===== config.mk =====
export PLATFORM = sky130hd
export DESIGN_NAME = lcm_ctrl
export DESIGN_NICKNAME = d
export VERILOG_FILES = /design/src/rtl/lcm_pkg.sv /design/src/rtl/lcm_ctrl.sv
export SDC_FILE = /design/constraint.sdc
export NUM_CORES = 1
export LEC_CHECK = 0
export BUFFER_PORTS_ARGS = -buffer_cell sky130_fd_sc_hd__buf_2
export CAP_MARGIN = 20
export CORE_ASPECT_RATIO = 0.75
export CORE_MARGIN = 3
export CORE_UTILIZATION = 40
export CTS_CLUSTER_DIAMETER = 150
export DETAILED_ROUTE_END_ITERATION = 10
export GPL_TIMING_DRIVEN = 0
export PLACE_DENSITY_LB_ADDON = 0.12
export REMOVE_ABC_BUFFERS = 1
export SLEW_MARGIN = 20
export SYNTH_ARGS = -nofsm -noshare
export SYNTH_HDL_FRONTEND = slang
export SYNTH_SLANG_ARGS = --single-unit

===== constraint.sdc =====
create_clock -name i_clk -period 4.5 [get_ports i_clk]
set_clock_uncertainty 0.05 [all_clocks]
set_input_delay 0.225 -clock i_clk [delete_from_list [all_inputs] [get_ports i_clk]]
set_output_delay 0.225 -clock i_clk [all_outputs]
set_load 0.01 [all_outputs]

===== src/rtl/lcm_pkg.sv =====
// Shared types, codes and default sizes for the lag correlation matrix block.
package lcm_pkg;

    // Default sizes
    localparam int DEF_MAX_LEN   = 256;
    localparam int DEF_MAX_ORDER = 16;

    // Fixed field widths
    localparam int OP_W      = 3;
    localparam int SMP_W     = 16;
    localparam int IDX_W     = 4;
    localparam int VAL_W     = 40;
    localparam int ST_W      = 2;
    localparam int CFG_W     = 9;
    localparam int CFG_IDX_W = 2;
    localparam int ORDCFG_W  = 5;

    // Configuration register indexes
    localparam logic [CFG_IDX_W-1:0] CFG_VEC_LEN = 2'd0;
    localparam logic [CFG_IDX_W-1:0] CFG_ORDER   = 2'd1;

    // Item operation codes
    typedef enum logic [OP_W-1:0] {
        OP_LOAD_SIG = 3'd0,
        OP_LOAD_TGT = 3'd1,
        OP_COMPUTE  = 3'd2,
        OP_READ_MAT = 3'd3,
        OP_READ_VEC = 3'd4
    } t_op;

    // Result status codes
    typedef enum logic [ST_W-1:0] {
        ST_OK        = 2'd0,
        ST_NOT_READY = 2'd1,
        ST_RANGE     = 2'd2
    } t_status;

    // Controller to datapath command flags
    typedef struct packed {
        logic sig_we;
        logic tgt_we;
        logic mac_issue;
        logic mac_first;
        logic vec;
        logic wr_en;
        logic rd_mat;
        logic rd_vec;
    } t_dp_cmd;

endpackage


===== src/rtl/lcm_ctrl.sv =====
// Controller: configuration, load counters, ready flags and the compute sequencer.
module lcm_ctrl #(
    parameter int MAX_LEN   = lcm_pkg::DEF_MAX_LEN,
    parameter int MAX_ORDER = lcm_pkg::DEF_MAX_ORDER,
    parameter int SIG_AW    = 9,
    parameter int TGT_AW    = 8,
    parameter int OW        = 4,
    parameter int OCW       = 5,
    parameter int NW        = 8
) (
    input  logic                          i_clk,
    input  logic                          i_rst_n,
    input  logic                          start,
    output logic                          busy,
    input  logic [lcm_pkg::OP_W-1:0]      i_op,
    input  logic [lcm_pkg::IDX_W-1:0]     i_row,
    input  logic [lcm_pkg::IDX_W-1:0]     i_col,
    input  logic                          i_cfg_we,
    input  logic [lcm_pkg::CFG_IDX_W-1:0] i_cfg_idx,
    input  logic [lcm_pkg::CFG_W-1:0]     i_cfg_data,
    output lcm_pkg::t_dp_cmd              o_cmd,
    output logic [SIG_AW-1:0]             o_sig_addr,
    output logic [TGT_AW-1:0]             o_tgt_addr,
    output logic [OW-1:0]                 o_idx_i,
    output logic [OW-1:0]                 o_idx_j,
    output logic [NW-1:0]                 o_idx_n,
    output logic [OCW-1:0]                o_ord,
    output logic                          o_valid,
    output logic [lcm_pkg::ST_W-1:0]      o_status
);
    import lcm_pkg::*;

    localparam int SIG_DEPTH = MAX_LEN + MAX_ORDER - 1;
    localparam int SCW       = $clog2(SIG_DEPTH + 1);
    localparam int TCW       = $clog2(MAX_LEN + 1);
    localparam int LW        = $clog2(MAX_LEN + 1);

    typedef enum logic [3:0] {
        S_IDLE  = 4'b0001,
        S_MAC   = 4'b0010,
        S_DRAIN = 4'b0100,
        S_WRITE = 4'b1000
    } t_state;

    t_state             r_state, n_state;
    logic [CFG_W-1:0]   r_cfg_len, n_cfg_len;
    logic [ORDCFG_W-1:0] r_cfg_ord, n_cfg_ord;
    logic [SCW-1:0]     r_sig_cnt, n_sig_cnt;
    logic [TCW-1:0]     r_tgt_cnt, n_tgt_cnt;
    logic               r_mat_rdy, n_mat_rdy;
    logic               r_vec_rdy, n_vec_rdy;
    logic               r_tgt_ok, n_tgt_ok;
    logic               r_vec, n_vec;
    logic [OW-1:0]      r_i, n_i;
    logic [OW-1:0]      r_j, n_j;
    logic [NW-1:0]      r_n, n_n;
    logic               r_first, n_first;
    logic               r_dcnt, n_dcnt;
    logic               r_valid, n_valid;
    t_status            r_status, n_status;

    logic [LW-1:0]      len;
    logic [OCW-1:0]     ord;
    logic               accept;
    logic               last_n;
    logic               last_i;
    logic               last_j;

    // Effective register values after clamping
    always_comb begin
        if (r_cfg_len == '0) begin
            len = LW'(1);
        end else if (32'(r_cfg_len) > MAX_LEN) begin
            len = LW'(MAX_LEN);
        end else begin
            len = LW'(r_cfg_len);
        end
        if (r_cfg_ord == '0) begin
            ord = OCW'(1);
        end else if (32'(r_cfg_ord) > MAX_ORDER) begin
            ord = OCW'(MAX_ORDER);
        end else begin
            ord = OCW'(r_cfg_ord);
        end
    end

    assign busy   = (r_state != S_IDLE);
    assign accept = start && !busy;
    assign last_n = (32'(r_n) == 32'(len) - 1);
    assign last_i = (OCW'(r_i) == ord - OCW'(1));
    assign last_j = (OCW'(r_j) == ord - OCW'(1));

    // Next-state and command logic
    always_comb begin
        n_state   = r_state;
        n_cfg_len = r_cfg_len;
        n_cfg_ord = r_cfg_ord;
        n_sig_cnt = r_sig_cnt;
        n_tgt_cnt = r_tgt_cnt;
        n_mat_rdy = r_mat_rdy;
        n_vec_rdy = r_vec_rdy;
        n_tgt_ok  = r_tgt_ok;
        n_vec     = r_vec;
        n_i       = r_i;
        n_j       = r_j;
        n_n       = r_n;
        n_first   = r_first;
        n_dcnt    = r_dcnt;
        n_valid   = 1'b0;
        n_status  = r_status;
        o_cmd     = '0;
        o_cmd.vec = r_vec;

        unique case (r_state)
            S_IDLE: begin
                if (i_cfg_we && (i_cfg_idx == CFG_VEC_LEN || i_cfg_idx == CFG_ORDER)) begin
                    if (i_cfg_idx == CFG_VEC_LEN) begin
                        n_cfg_len = i_cfg_data;
                    end else begin
                        n_cfg_ord = i_cfg_data[ORDCFG_W-1:0];
                    end
                    n_mat_rdy = 1'b0;
                    n_vec_rdy = 1'b0;
                end
                if (accept) begin
                    unique case (i_op)
                        OP_LOAD_SIG: begin
                            if (32'(r_sig_cnt) < SIG_DEPTH) begin
                                o_cmd.sig_we = 1'b1;
                                n_sig_cnt    = r_sig_cnt + SCW'(1);
                            end
                        end
                        OP_LOAD_TGT: begin
                            if (32'(r_tgt_cnt) < MAX_LEN) begin
                                o_cmd.tgt_we = 1'b1;
                                n_tgt_cnt    = r_tgt_cnt + TCW'(1);
                            end
                        end
                        OP_COMPUTE: begin
                            n_mat_rdy = 1'b0;
                            n_vec_rdy = 1'b0;
                            n_sig_cnt = '0;
                            n_tgt_cnt = '0;
                            n_tgt_ok  = (32'(r_tgt_cnt) >= 32'(len));
                            if (32'(r_sig_cnt) >= 32'(len) + 32'(ord) - 1) begin
                                n_state = S_MAC;
                                n_vec   = 1'b0;
                                n_i     = '0;
                                n_j     = '0;
                                n_n     = '0;
                                n_first = 1'b1;
                            end
                        end
                        OP_READ_MAT: begin
                            o_cmd.rd_mat = 1'b1;
                            n_valid      = 1'b1;
                            if (!r_mat_rdy) begin
                                n_status = ST_NOT_READY;
                            end else if (32'(i_row) >= 32'(ord) || 32'(i_col) >= 32'(ord)) begin
                                n_status = ST_RANGE;
                            end else begin
                                n_status = ST_OK;
                            end
                        end
                        OP_READ_VEC: begin
                            o_cmd.rd_vec = 1'b1;
                            n_valid      = 1'b1;
                            if (!r_vec_rdy) begin
                                n_status = ST_NOT_READY;
                            end else if (32'(i_row) >= 32'(ord)) begin
                                n_status = ST_RANGE;
                            end else begin
                                n_status = ST_OK;
                            end
                        end
                        default: begin
                        end
                    endcase
                end
            end
            S_MAC: begin
                // One product per cycle into the accumulator pipeline
                o_cmd.mac_issue = 1'b1;
                o_cmd.mac_first = r_first;
                n_first         = 1'b0;
                n_n             = r_n + NW'(1);
                if (last_n) begin
                    n_state = S_DRAIN;
                    n_dcnt  = 1'b0;
                end
            end
            S_DRAIN: begin
                n_dcnt = 1'b1;
                if (r_dcnt) begin
                    n_state = S_WRITE;
                end
            end
            S_WRITE: begin
                // Store the finished sum and step to the next entry
                o_cmd.wr_en = 1'b1;
                n_n         = '0;
                n_first     = 1'b1;
                n_state     = S_MAC;
                if (!r_vec) begin
                    if (last_j) begin
                        if (last_i) begin
                            n_mat_rdy = 1'b1;
                            if (r_tgt_ok) begin
                                n_vec = 1'b1;
                                n_i   = '0;
                            end else begin
                                n_state = S_IDLE;
                            end
                        end else begin
                            n_i = r_i + OW'(1);
                            n_j = r_i + OW'(1);
                        end
                    end else begin
                        n_j = r_j + OW'(1);
                    end
                end else begin
                    if (last_i) begin
                        n_vec_rdy = 1'b1;
                        n_state   = S_IDLE;
                    end else begin
                        n_i = r_i + OW'(1);
                    end
                end
            end
            default: begin
                n_state = S_IDLE;
            end
        endcase
    end

    // State registers
    always_ff @(posedge i_clk) begin
        if (!i_rst_n) begin
            r_state   <= S_IDLE;
            r_cfg_len <= CFG_W'(256);
            r_cfg_ord <= ORDCFG_W'(16);
            r_sig_cnt <= '0;
            r_tgt_cnt <= '0;
            r_mat_rdy <= 1'b0;
            r_vec_rdy <= 1'b0;
            r_tgt_ok  <= 1'b0;
            r_vec     <= 1'b0;
            r_i       <= '0;
            r_j       <= '0;
            r_n       <= '0;
            r_first   <= 1'b0;
            r_dcnt    <= 1'b0;
            r_valid   <= 1'b0;
            r_status  <= ST_OK;
        end else begin
            r_state   <= n_state;
            r_cfg_len <= n_cfg_len;
            r_cfg_ord <= n_cfg_ord;
            r_sig_cnt <= n_sig_cnt;
            r_tgt_cnt <= n_tgt_cnt;
            r_mat_rdy <= n_mat_rdy;
            r_vec_rdy <= n_vec_rdy;
            r_tgt_ok  <= n_tgt_ok;
            r_vec     <= n_vec;
            r_i       <= n_i;
            r_j       <= n_j;
            r_n       <= n_n;
            r_first   <= n_first;
            r_dcnt    <= n_dcnt;
            r_valid   <= n_valid;
            r_status  <= n_status;
        end
    end

    assign o_sig_addr = SIG_AW'(r_sig_cnt);
    assign o_tgt_addr = TGT_AW'(r_tgt_cnt);
    assign o_idx_i    = r_i;
    assign o_idx_j    = r_j;
    assign o_idx_n    = r_n;
    assign o_ord      = ord;
    assign o_valid    = r_valid;
    assign o_status   = r_status;

endmodule


==> flow_metrics.tcl, run 1 <==
set metrics [dict create \
    grt_max_degree 46 \
    holdPathStages 3 \
    power_density_mw_per_mm2 266 \
    route.detailed.drc 0 \
    async_flop_share_pct 0 \
    clock_power_share_pct 46.7 \
    power.internal_w 0.00112 \
    rsz0062_at_grt "true" \
    grt_usage_pct 19.1 \
    rows 33 \
    diodes 0 \
    die_area_mm2 0.0129 \
    layout.area.seq_mm2 0.00124 \
    netlist.area_leader.share_pct 26.4 \
    final_nets 717 \
    status "complete, no violations" \
    drtAntennaViolNets 0 \
    grt_first_pass_wirelength_mm 19.7 \
    clk_latency_ns 0.33 \
    hp-start "i_cfg_data[8]" \
    ys_types 66 \
    critical_path_arrival_ns 4.67 \
    ctsRootBufferMaster "clkbuf_16" \
    startpoint_type "flip-flop" \
    p_seq_share_pct 37.5 \
    area_growth_pct 22.4 \
    synthCells 564 \
    cts.sinks 61 \
    tritoncts "done" \
    gp_congestion 0.854 \
    drt_iter0_drc 277 \
    nFillCells 1062 \
    wl_mm 12.2 \
    setup_violations 0 \
    coreArea_mm2 0.0111 \
    critical_path_class "flip-flop to flip-flop" \
    synth_common_cells "61 x dfxtp_1, 53 x nor2_1, 50 x ha_1" \
    clk_path_buf_depth 2 \
    period_share_pct 98.7 \
    place_area_mm2 0.00501 \
    gr-total-overflow 0 \
    postLayoutCellArea_mm2 0.00566 \
    yosys_warnings 0 \
    ir_drop_mv 0.180 \
    cp-startpoint "r_cfg_len[8]$_SDFFE_PN1P_" \
    io_pins 76 \
    drv_slew 0 \
    tns_ns 0 \
    drv_cap 0 \
    via_per_inst 5.45 \
    drive_gt1_share_pct 25.2 \
    multi_input_area_mm2 0.00325 \
    synth.cell_area_mm2 0.00463 \
    synth-seq-cells 61 \
    hpwl_mm 8.91 \
    vias 4269 \
    hold_viol 0 \
    hold_buffers 0 \
    die_h_um 99.1 \
    dr.pass1.iters 4 \
    min_path_type "input pin to flip-flop" \
    relSlewSlack_pct 41.9 \
    synth_edf_count 0 \
    antenna_found_initial 0 \
    dieWidth_um 130 \
    ys.flop_type "dfxtp_1" \
    crit_fanout 6 \
    end_kind "flip-flop" \
    combPwrFrac_pct 15.8 \
    fmax_mhz 225 \
    switching_power_w 0.000393 \
    synth_top_area_cell "dfxtp_1" \
    r2r_start "r_cfg_len[8]$_SDFFE_PN1P_" \
    synth_most_common_cell "dfxtp_1" \
    synthTopCellsByArea "dfxtp_1 26%, ha_1 14%, xor2_1 4.4%" \
    grt_pass1_vias 3960 \
    cts_made_buffers 9 \
    syn_area_per_cell_um2 8.20 \
    switching_share_pct 26.0 \
    wl_per_cell_um 15.6 \
    required_ns 4.73 \
    reg2reg_depth 19 \
    io_buffers 75 \
    period_needed_ns 4.44 \
    worst_pin_slew_ns 0.850 \
    clk_pin_slew_ns 0.05 \
    p_leak_nw 2.61 \
    htree_num_levels 3 \
    start_util_pct 41.7 \
    synth_seq_area_share_pct 26.4 \
]
## placed cells by master (no fill, tap or decap), types with 3 or more instances in the layout
master / instances
dfxtp_4: 4
xnor2_1: 15
dfxtp_2: 5
o21a_1: 6
dfxtp_1: 52
buf_4: 20
nand3_1: 12
and2_1: 4
xor2_1: 23
mux2i_1: 20
a21oi_1: 26
nor3_1: 10
inv_1: 33
a21o_1: 10
o31ai_1: 6
nor3_2: 4
nor2_1: 52
buf_2: 75
nand3b_1: 6
nand4_1: 10
o21ai_0: 19
nand2_1: 31
inv_2: 3
nand2_2: 3
nor2b_1: 30
ha_1: 46
or3_1: 8
o211ai_1: 7
and3_1: 6
a21boi_0: 6
nand2b_1: 10
clkbuf_16: 9
a31oi_1: 4
## layer usage
layer,wire (um),vias to the layer above,track usage [%]
met3,608,20,4.51
met4,229,0,6.47
li1,-,2151,-
met2,5090,112,27.9
met5,0,-,0
met1,6290,1986,27.6
## timing repair
action                     4_1_cts  5_1_grt
resized for setup               34       20
cloned                           1        0
setup endpoints to repair       22       17
setup buffers                   14        7
pin swaps                       25       15
## final cells by class
type	instances	area share, %
well taps	140	3.09
flip-flops and latches	61	21.9
multi-input cells	434	57.5
repair buffers	97	9.68
clock buffers	11	4.46
inverters	37	2.52
clock inverters	4	0.840
## power groups by stage
| stage | Combinational [W] | Sequential, W | Clock, W |
|---|---|---|---|
| 6_report | 0.000238 | 0.000566 | 0.000705 |
| 5_1_grt | 0.000265 | 0.000567 | 0.000742 |
| 4_1_cts | 0.000220 | 0.000567 | 0.000721 |
| 3_5_place_dp | 0.000190 | 0.000579 | 0 |
| 3_3_place_gp | 0.000184 | 0.000578 | 0 |
| 2_1_floorplan | 0.000130 | 0.000575 | 0 |
## logic make-up after synthesis
kind of cell,count (synthesis),share of synthesized area (%)
XOR/XNOR,38,7.19
AO/OA/AOI/OAI,117,17.2
buffers and inverters,70,6.81
adder cells (fa/ha/maj),51,14.0
flip-flops,61,26.4
AND/OR/NAND/NOR,206,23.9
multiplexers,21,4.57
## stage by stage
step / setup slack (ns) / std cells / hold slack [ns] / power, W / util [%]
after floorplan: -0.105 / 531 / 0.237 / 0.000705 / -
after global placement: -0.928 / 746 / 0.377 / 0.000762 / 45.0
after detailed placement: -0.935 / 747 / 0.385 / 0.000768 / 45.1
after CTS: -0.0285 / 777 / 0.0664 / 0.00151 / 49.8
after global routing: -0.124 / 784 / 0.0769 / 0.00157 / 51.0
final: 0.0607 / 784 / 0.0795 / 0.00151 / 51.0
## critical path, cell delays in order, from the launching register on
cell	delay (ns)
dfxtp_4	0.36
clkinvlp_4	0.16
buf_4	0.19
nand2_2	0.10
ha_1	0.24
inv_1	0.06
ha_2	0.30
o21ai_0	0.16
o21bai_1	0.11
or4_1	0.44
nand2_1	0.10
xnor2_1	0.08
ha_2	0.32
o2111a_1	0.18
nand3_1	0.09
o31a_1	0.36
or4_4	0.60
buf_6	0.16
nor3_4	0.14
o221a_1	0.18
## state kept, by name (all words and copies together), names as in the netlist, 2 cells and up
register	flops
o_idx_n	8
o_sig_addr	9
r_cfg_len	9
r_tgt_cnt	9
r_cfg_ord	5
o_status	2
o_idx_i	4
r_state	4
o_idx_j	4
## path summary, 6_finish.rpt
kind / endpoint / slack, ns
worst max register to register: o_idx_n[4]$_SDFFE_PN0P_ / 0.06
worst min register to register: r_state[3]$_SDFFE_PN0P_ / 0.40
worst min-delay path: r_cfg_len[8]$_SDFFE_PN1P_ / 0.08
worst max-delay path: o_idx_n[4]$_SDFFE_PN0P_ / 0.06
(Power assumes the default switching activity.)
==> run 2: changes to the inputs <==
--- a/config.mk
+++ b/config.mk
@@ -5,6 +5,7 @@
 export SDC_FILE = /design/constraint.sdc
 export NUM_CORES = 1
 export LEC_CHECK = 0
+export ABC_AREA = 1
 export BUFFER_PORTS_ARGS = -buffer_cell sky130_fd_sc_hd__buf_2
 export CAP_MARGIN = 20
 export CORE_ASPECT_RATIO = 0.75
==> run 2 against run 1 <==
Core utilization decreased by 2.6 points; wire length is 4.5% higher; hold slack got worse by 0.0086 ns; clock-buffer cell count grew 1; maximum frequency is 7.7% higher; critical path type unchanged.
==> flow_metrics.tcl, run 2 <==
set metrics [dict create \
    htree_num_levels 3 \
    coreArea_mm2 0.0117 \
    io_buffers 75 \
    via_per_inst 4.98 \
    async_flop_share_pct 0 \
    clk_path_buf_depth 2 \
    r2r_start "r_cfg_len[3]$_SDFFE_PN0P_" \
    grt_first_pass_wirelength_mm 21.4 \
    whs_endpoint "r_cfg_len[6]$_SDFFE_PN0P_" \
    antenna_found_initial 0 \
    die_h_um 102 \
    tritoncts "done" \
    drtAntennaViolNets 0 \
    period_share_pct 91.6 \
    critPathMostFrequentCell "nand2_1" \
    final_common_cell "nand2_1" \
    required_ns 4.63 \
    switching_power_w 0.000384 \
    combPwrFrac_pct 13.8 \
    start_util_pct 41.5 \
    fmax_mhz 243 \
    pre_cts_ws_ns 0.0910 \
    clk_latency_ns 0.33 \
    syn_area_per_cell_um2 6.97 \
    synthTopCellsByArea "dfxtp_1 25%, ha_1 13%, nand2_1 8.9%" \
    dr.pass1.iters 5 \
    switching_share_pct 26.5 \
    vias 4653 \
    ctsRootBufferMaster "clkbuf_16" \
    ys_types 45 \
    drive_gt1_share_pct 23.3 \
    regToRegSetupSlack_ns 0.38 \
    clk_pin_slew_ns 0.06 \
    critical_path_class "flip-flop to flip-flop" \
    critical_path_arrival_ns 4.26 \
    drv_slew 0 \
    synth_common_cells "116 x nand2_1, 88 x inv_1, 79 x nor2_1" \
    end_kind "flip-flop" \
    grt_max_degree 27 \
    synth_edf_count 0 \
    power_density_mw_per_mm2 255 \
    power.internal_w 0.00107 \
    ir_drop_mv 0.218 \
    period_needed_ns 4.12 \
    p_leak_nw 2.79 \
    layout.area.seq_mm2 0.00122 \
    io_pins 76 \
    crit_fanout 6 \
    drt_iter0_drc 200 \
    grt_pass1_vias 4313 \
    hpwl_mm 10.1 \
    diodes 0 \
    status "complete, no violations" \
    layout_common_cells "113 x nand2_1, 87 x inv_1, 79 x nor2_1, 75 x buf_2, 58 x dfxtp_1" \
    fin_ws_ns 0.378 \
    synth_top_area_cell "dfxtp_1" \
    dieWidth_um 133 \
    synthCells 698 \
    gr-total-overflow 0 \
    rsz0062_at_grt "false" \
    rows 34 \
    synth_seq_area_share_pct 25.1 \
    max_stage_delay_ns 0.40 \
    yosys_warnings 0 \
    drv_cap 0 \
    setup_violations 0 \
    reg2reg_depth 29 \
    cpMaxStageDelayCell "dfxtp_2" \
    final_nets 845 \
    tns_ns 0 \
    relSlewSlack_pct 31.2 \
    cts.sinks 61 \
    netlist.area_leader.share_pct 25.1 \
    die_area_mm2 0.0135 \
    multi_input_area_mm2 0.00319 \
    route.detailed.drc 0 \
    nFillCells 1240 \
    area_growth_pct 16.8 \
    synth.cell_area_mm2 0.00487 \
    r2r-end "o_idx_i[2]$_SDFFE_PN0P_" \
    cts_made_buffers 9 \
    clock_power_share_pct 47.4 \
    holdPathStages 3 \
    hp-start "i_cfg_data[6]" \
    synth_most_common_cell "nand2_1" \
    gp_congestion 0.875 \
    grt_usage_pct 19.4 \
    p_seq_share_pct 38.7 \
    hold_viol 0 \
    wl_mm 12.8 \
    ys.flop_type "dfxtp_1" \
    synth-seq-cells 61 \
    worst_pin_slew_ns 1.03 \
    startpoint_type "flip-flop" \
    min_path_type "input pin to flip-flop" \
    wl_per_cell_um 13.6 \
]
-- run 2: logic make-up after synthesis --
kind of cell	share of synthesized area, %
xor gates and xnor gates	4.14
DFF	25.1
and+or+nand+nor	33.5
AOI/OAI and AO/OA	13.8
buffers and inverters	10.2
adders and majority gates	13.3
-- run 2: per-layer routing --
metal / track usage (%) / up-vias / routed length [um]
li1: - / 2422 / -
met4: 4.43 / 0 / 140
met5: 0 / - / 0
met3: 4.27 / 9 / 542
met2: 30.0 / 96 / 5360
met1: 27.7 / 2126 / 6720
-- run 2: how the worst max path moves through the flow --
| stage | start | to | cells past startpoint |
|---|---|---|---|
| finish | r_cfg_len[3]$_SDFFE_PN0P_ | o_idx_i[2]$_SDFFE_PN0P_ | 29 |
| global route | r_cfg_len[4]$_SDFFE_PN0P_ | o_idx_i[2]$_SDFFE_PN0P_ | 29 |
| CTS | r_cfg_len[8]$_SDFFE_PN1P_ | o_idx_n[0]$_SDFFE_PN0P_ | 26 |
| detailed placement | r_cfg_len[8]$_SDFFE_PN1P_ | o_idx_n[1]$_SDFFE_PN0P_ | 26 |
| global placement | r_cfg_len[8]$_SDFFE_PN1P_ | o_idx_n[0]$_SDFFE_PN0P_ | 26 |
| floorplan | r_cfg_ord[4]$_SDFFE_PN1P_ | o_idx_n[0]$_SDFFE_PN0P_ | 24 |
-- run 2: through the flow --
step	util (%)	hold slack, ns	total power [W]	instance area [um2]	std cells
6_report	48.4	0.0709	0.00145	5680	935
5_1_grt	48.4	0.0810	0.00153	5680	935
4_1_cts	48.0	0.0601	0.00147	5630	933
3_5_place_dp	45.5	0.406	0.000768	5340	917
3_3_place_gp	45.4	0.394	0.000764	5330	917
2_1_floorplan	-	0.259	0.000709	4750	680
-- run 2: final cells by class --
| cell class | count | area share, % |
|---|---|---|
| Inverter | 102 | 6.74 |
| Multi-Input combinational cell | 517 | 56.1 |
| Clock inverter | 4 | 0.836 |
| Sequential cell | 61 | 21.5 |
| Timing Repair Buffer | 77 | 6.87 |
| Tap cell | 162 | 3.57 |
| Clock buffer | 12 | 4.34 |
-- run 2: worst max-delay path: cells and delay by family (launching register included) --
family | cells | cell delay [ns]
and+or+nand+nor | 16 | 1.41
adders and majority gates | 4 | 1.00
AOI/OAI and AO/OA | 4 | 0.57
DFF | 1 | 0.40
buffers and inverters | 4 | 0.38
xor gates and xnor gates | 1 | 0.16
-- run 2: power by group through the flow --
stage | clock network, W | logic, W | registers (W)
final | 0.000689 | 0.000201 | 0.000562
after global routing | 0.000735 | 0.000231 | 0.000563
after CTS | 0.000708 | 0.000198 | 0.000561
after detailed placement | 0 | 0.000196 | 0.000572
after global placement | 0 | 0.000192 | 0.000572
after floorplan | 0 | 0.000137 | 0.000571
-- run 2: what timing repair did --
item,CTS,global route
resized for setup,0,12
setup endpoints to repair,0,21
hold buffers,0,0
setup buffers,0,2
==> run 3: changes to the inputs <==
--- a/config.mk
+++ b/config.mk
@@ -12,9 +12,10 @@
 export CORE_MARGIN = 3
 export CORE_UTILIZATION = 40
 export CTS_CLUSTER_DIAMETER = 150
+export CTS_CLUSTER_SIZE = 20
 export DETAILED_ROUTE_END_ITERATION = 10
 export GPL_TIMING_DRIVEN = 0
-export PLACE_DENSITY_LB_ADDON = 0.12
+export PLACE_DENSITY = 0.68
 export REMOVE_ABC_BUFFERS = 1
 export SLEW_MARGIN = 20
 export SYNTH_ARGS = -nofsm -noshare
==> run 3 against run 2 <==
Maximum frequency decreased by 0.87%; clock-buffer cell count decreased by 1; highest routed layer unchanged; clock power is 11% lower; largest cell class unchanged; critical path type unchanged.
==> flow_metrics.tcl, run 3 (synthesis results as in run 2) <==
set metrics [dict create \
    status "complete, no violations" \
    fmax_mhz 240 \
    start_util_pct 41.5 \
    period_share_pct 92.4 \
    gr-total-overflow 0 \
    grt_first_pass_wirelength_mm 20.3 \
    ir_drop_mv 0.180 \
    grt_max_degree 27 \
    whs_endpoint "r_cfg_len[7]$_SDFFE_PN0P_" \
    pre_cts_ws_ns 0.142 \
    period_needed_ns 4.16 \
    clk_path_buf_depth 2 \
    coreArea_mm2 0.0117 \
    drv_cap 0 \
    rows 34 \
    p_leak_nw 2.77 \
    hp-start "i_cfg_data[7]" \
    drv_slew 0 \
    top_usage_layer "met1" \
    die_area_mm2 0.0135 \
    startpoint_type "flip-flop" \
    hpwl_mm 9.68 \
    layout_common_cells "115 x nand2_1, 87 x inv_1, 79 x nor2_1, 75 x buf_2, 58 x dfxtp_1" \
    via_per_inst 4.89 \
    drt_iter0_drc 285 \
    final_common_cell "nand2_1" \
    min_path_type "input pin to flip-flop" \
    vias 4566 \
    hold_viol 0 \
    combPwrFrac_pct 14.5 \
    switching_power_w 0.000381 \
    drive_gt1_share_pct 22.7 \
    layoutNonFillerInstCount 933 \
    worst_pin_slew_ns 0.978 \
    end_kind "flip-flop" \
    power.internal_w 0.000988 \
    wl_per_cell_um 13.4 \
    gp_congestion 0.902 \
    use_met3_pct 4.12 \
    hold_buffers 0 \
    critPathMostFrequentCell "nand2_1" \
    grt_pass1_vias 4048 \
    critical_path_class "flip-flop to flip-flop" \
    cpMaxStageDelayCell "dfxtp_1" \
    rsz0062_at_grt "false" \
    route.detailed.drc 0 \
    required_ns 4.63 \
    htree_num_levels 3 \
    placed_cells 917 \
    r2r_start "r_cfg_len[1]$_SDFFE_PN0P_" \
    wl_mm 12.5 \
    final_nets 845 \
    dieWidth_um 133 \
    post-route-util_pct 47.8 \
    die_h_um 102 \
    switching_share_pct 27.8 \
    relSlewSlack_pct 34.8 \
    area_growth_pct 15.2 \
    fin_ws_ns 0.341 \
    max_stage_delay_ns 0.38 \
    clock_power_share_pct 44.6 \
    clk_latency_ns 0.33 \
    cts.sinks 61 \
    antenna_found_initial 0 \
    holdPathStages 3 \
    p_seq_share_pct 41.0 \
    dr.pass1.iters 5 \
    tns_ns 0 \
    clk_pin_slew_ns 0.06 \
    reg2reg_depth 29 \
    critical_path_arrival_ns 4.28 \
    regToRegSetupSlack_ns 0.34 \
    use_met2_pct 27.5 \
    ctsRootBufferMaster "clkbuf_16" \
    setup_violations 0 \
    cts_made_buffers 9 \
    io_buffers 75 \
    diodes 0 \
    r2r-end "r_vec$_SDFFE_PN0P_" \
    use_met1_pct 27.9 \
    grt_usage_pct 18.7 \
    drtAntennaViolNets 0 \
    tritoncts "done" \
    io_pins 76 \
    power_density_mw_per_mm2 244 \
    fin_hold_ws_ns 0.101 \
    crit_fanout 5 \
]
-- run 3: cell types whose count changed in the layout (fill, tap and decap cells not counted), sizes merged --
cell      before  now
clkinvlp       1    0
clkbuf        12   11
clkinv         3    4
bufinv         1    0
-- run 3: how the worst max path moves through the flow --
stage                              startpoint                      end  slack (ns)  depth (start not counted)
global placement    r_cfg_len[3]$_SDFFE_PN0P_  o_idx_n[0]$_SDFFE_PN0P_        0.10                         28
CTS                 r_cfg_len[3]$_SDFFE_PN0P_  o_idx_n[2]$_SDFFE_PN0P_        0.10                         28
detailed placement  r_cfg_len[3]$_SDFFE_PN0P_  o_idx_n[2]$_SDFFE_PN0P_        0.14                         28
floorplan           r_cfg_ord[4]$_SDFFE_PN1P_  o_idx_n[0]$_SDFFE_PN0P_        0.67                         24
global route        r_cfg_len[0]$_SDFFE_PN0P_  o_idx_i[2]$_SDFFE_PN0P_       0.006                         29
finish              r_cfg_len[1]$_SDFFE_PN0P_       r_vec$_SDFFE_PN0P_        0.34                         29
-- run 3: layer usage --
| metal | routed length [um] | vias up |
|---|---|---|
| met3 | 638 | 10 |
| met4 | 107 | 0 |
| li1 | - | 2419 |
| met1 | 6770 | 2017 |
| met2 | 4990 | 120 |
| met5 | 0 | - |
-- run 3: cell type report --
type / count / area, um2
clock buffers: 11 / 233
clock inverters: 3 / 15.0
fillers: 1239 / 6130
inverters: 102 / 383
multi-input cells: 517 / 3160
flip-flops and latches: 61 / 1220
well taps: 162 / 203
repair buffers: 77 / 390
-- run 3: per-stage QoR --
step | total power (W) | instance area, um2
global route | 0.00144 | 5610
global placement | 0.000763 | 5330
detailed placement | 0.000767 | 5340
CTS | 0.00138 | 5590
finish | 0.00137 | 5610
floorplan | 0.000709 | 4750
-- run 3: power groups by stage --
stage | combinational (W) | clock, W | sequential [W]
global route | 0.000224 | 0.000652 | 0.000562
detailed placement | 0.000195 | 0 | 0.000572
global placement | 0.000192 | 0 | 0.000572
floorplan | 0.000137 | 0 | 0.000571
CTS | 0.000197 | 0.000624 | 0.000560
finish | 0.000198 | 0.000610 | 0.000561
-- run 3: worst max-delay path, delay by kind of cell, from the launching register on --
family          cells  cell delay [ns]
xor+xnor            1             0.16
buf+inv             4             0.38
flops               1             0.38
simple gates       16             1.47
fa+ha+maj           4             1.06
compound gates      4             0.47
-- run 3: repair_timing --
| action | CTS | global route |
|---|---|---|
| buffers inserted | 0 | 2 |
| endpoints found under the hold margin | 0 | 0 |
| resized for setup | 0 | 6 |
| endpoints found under the setup margin | 0 | 21 |
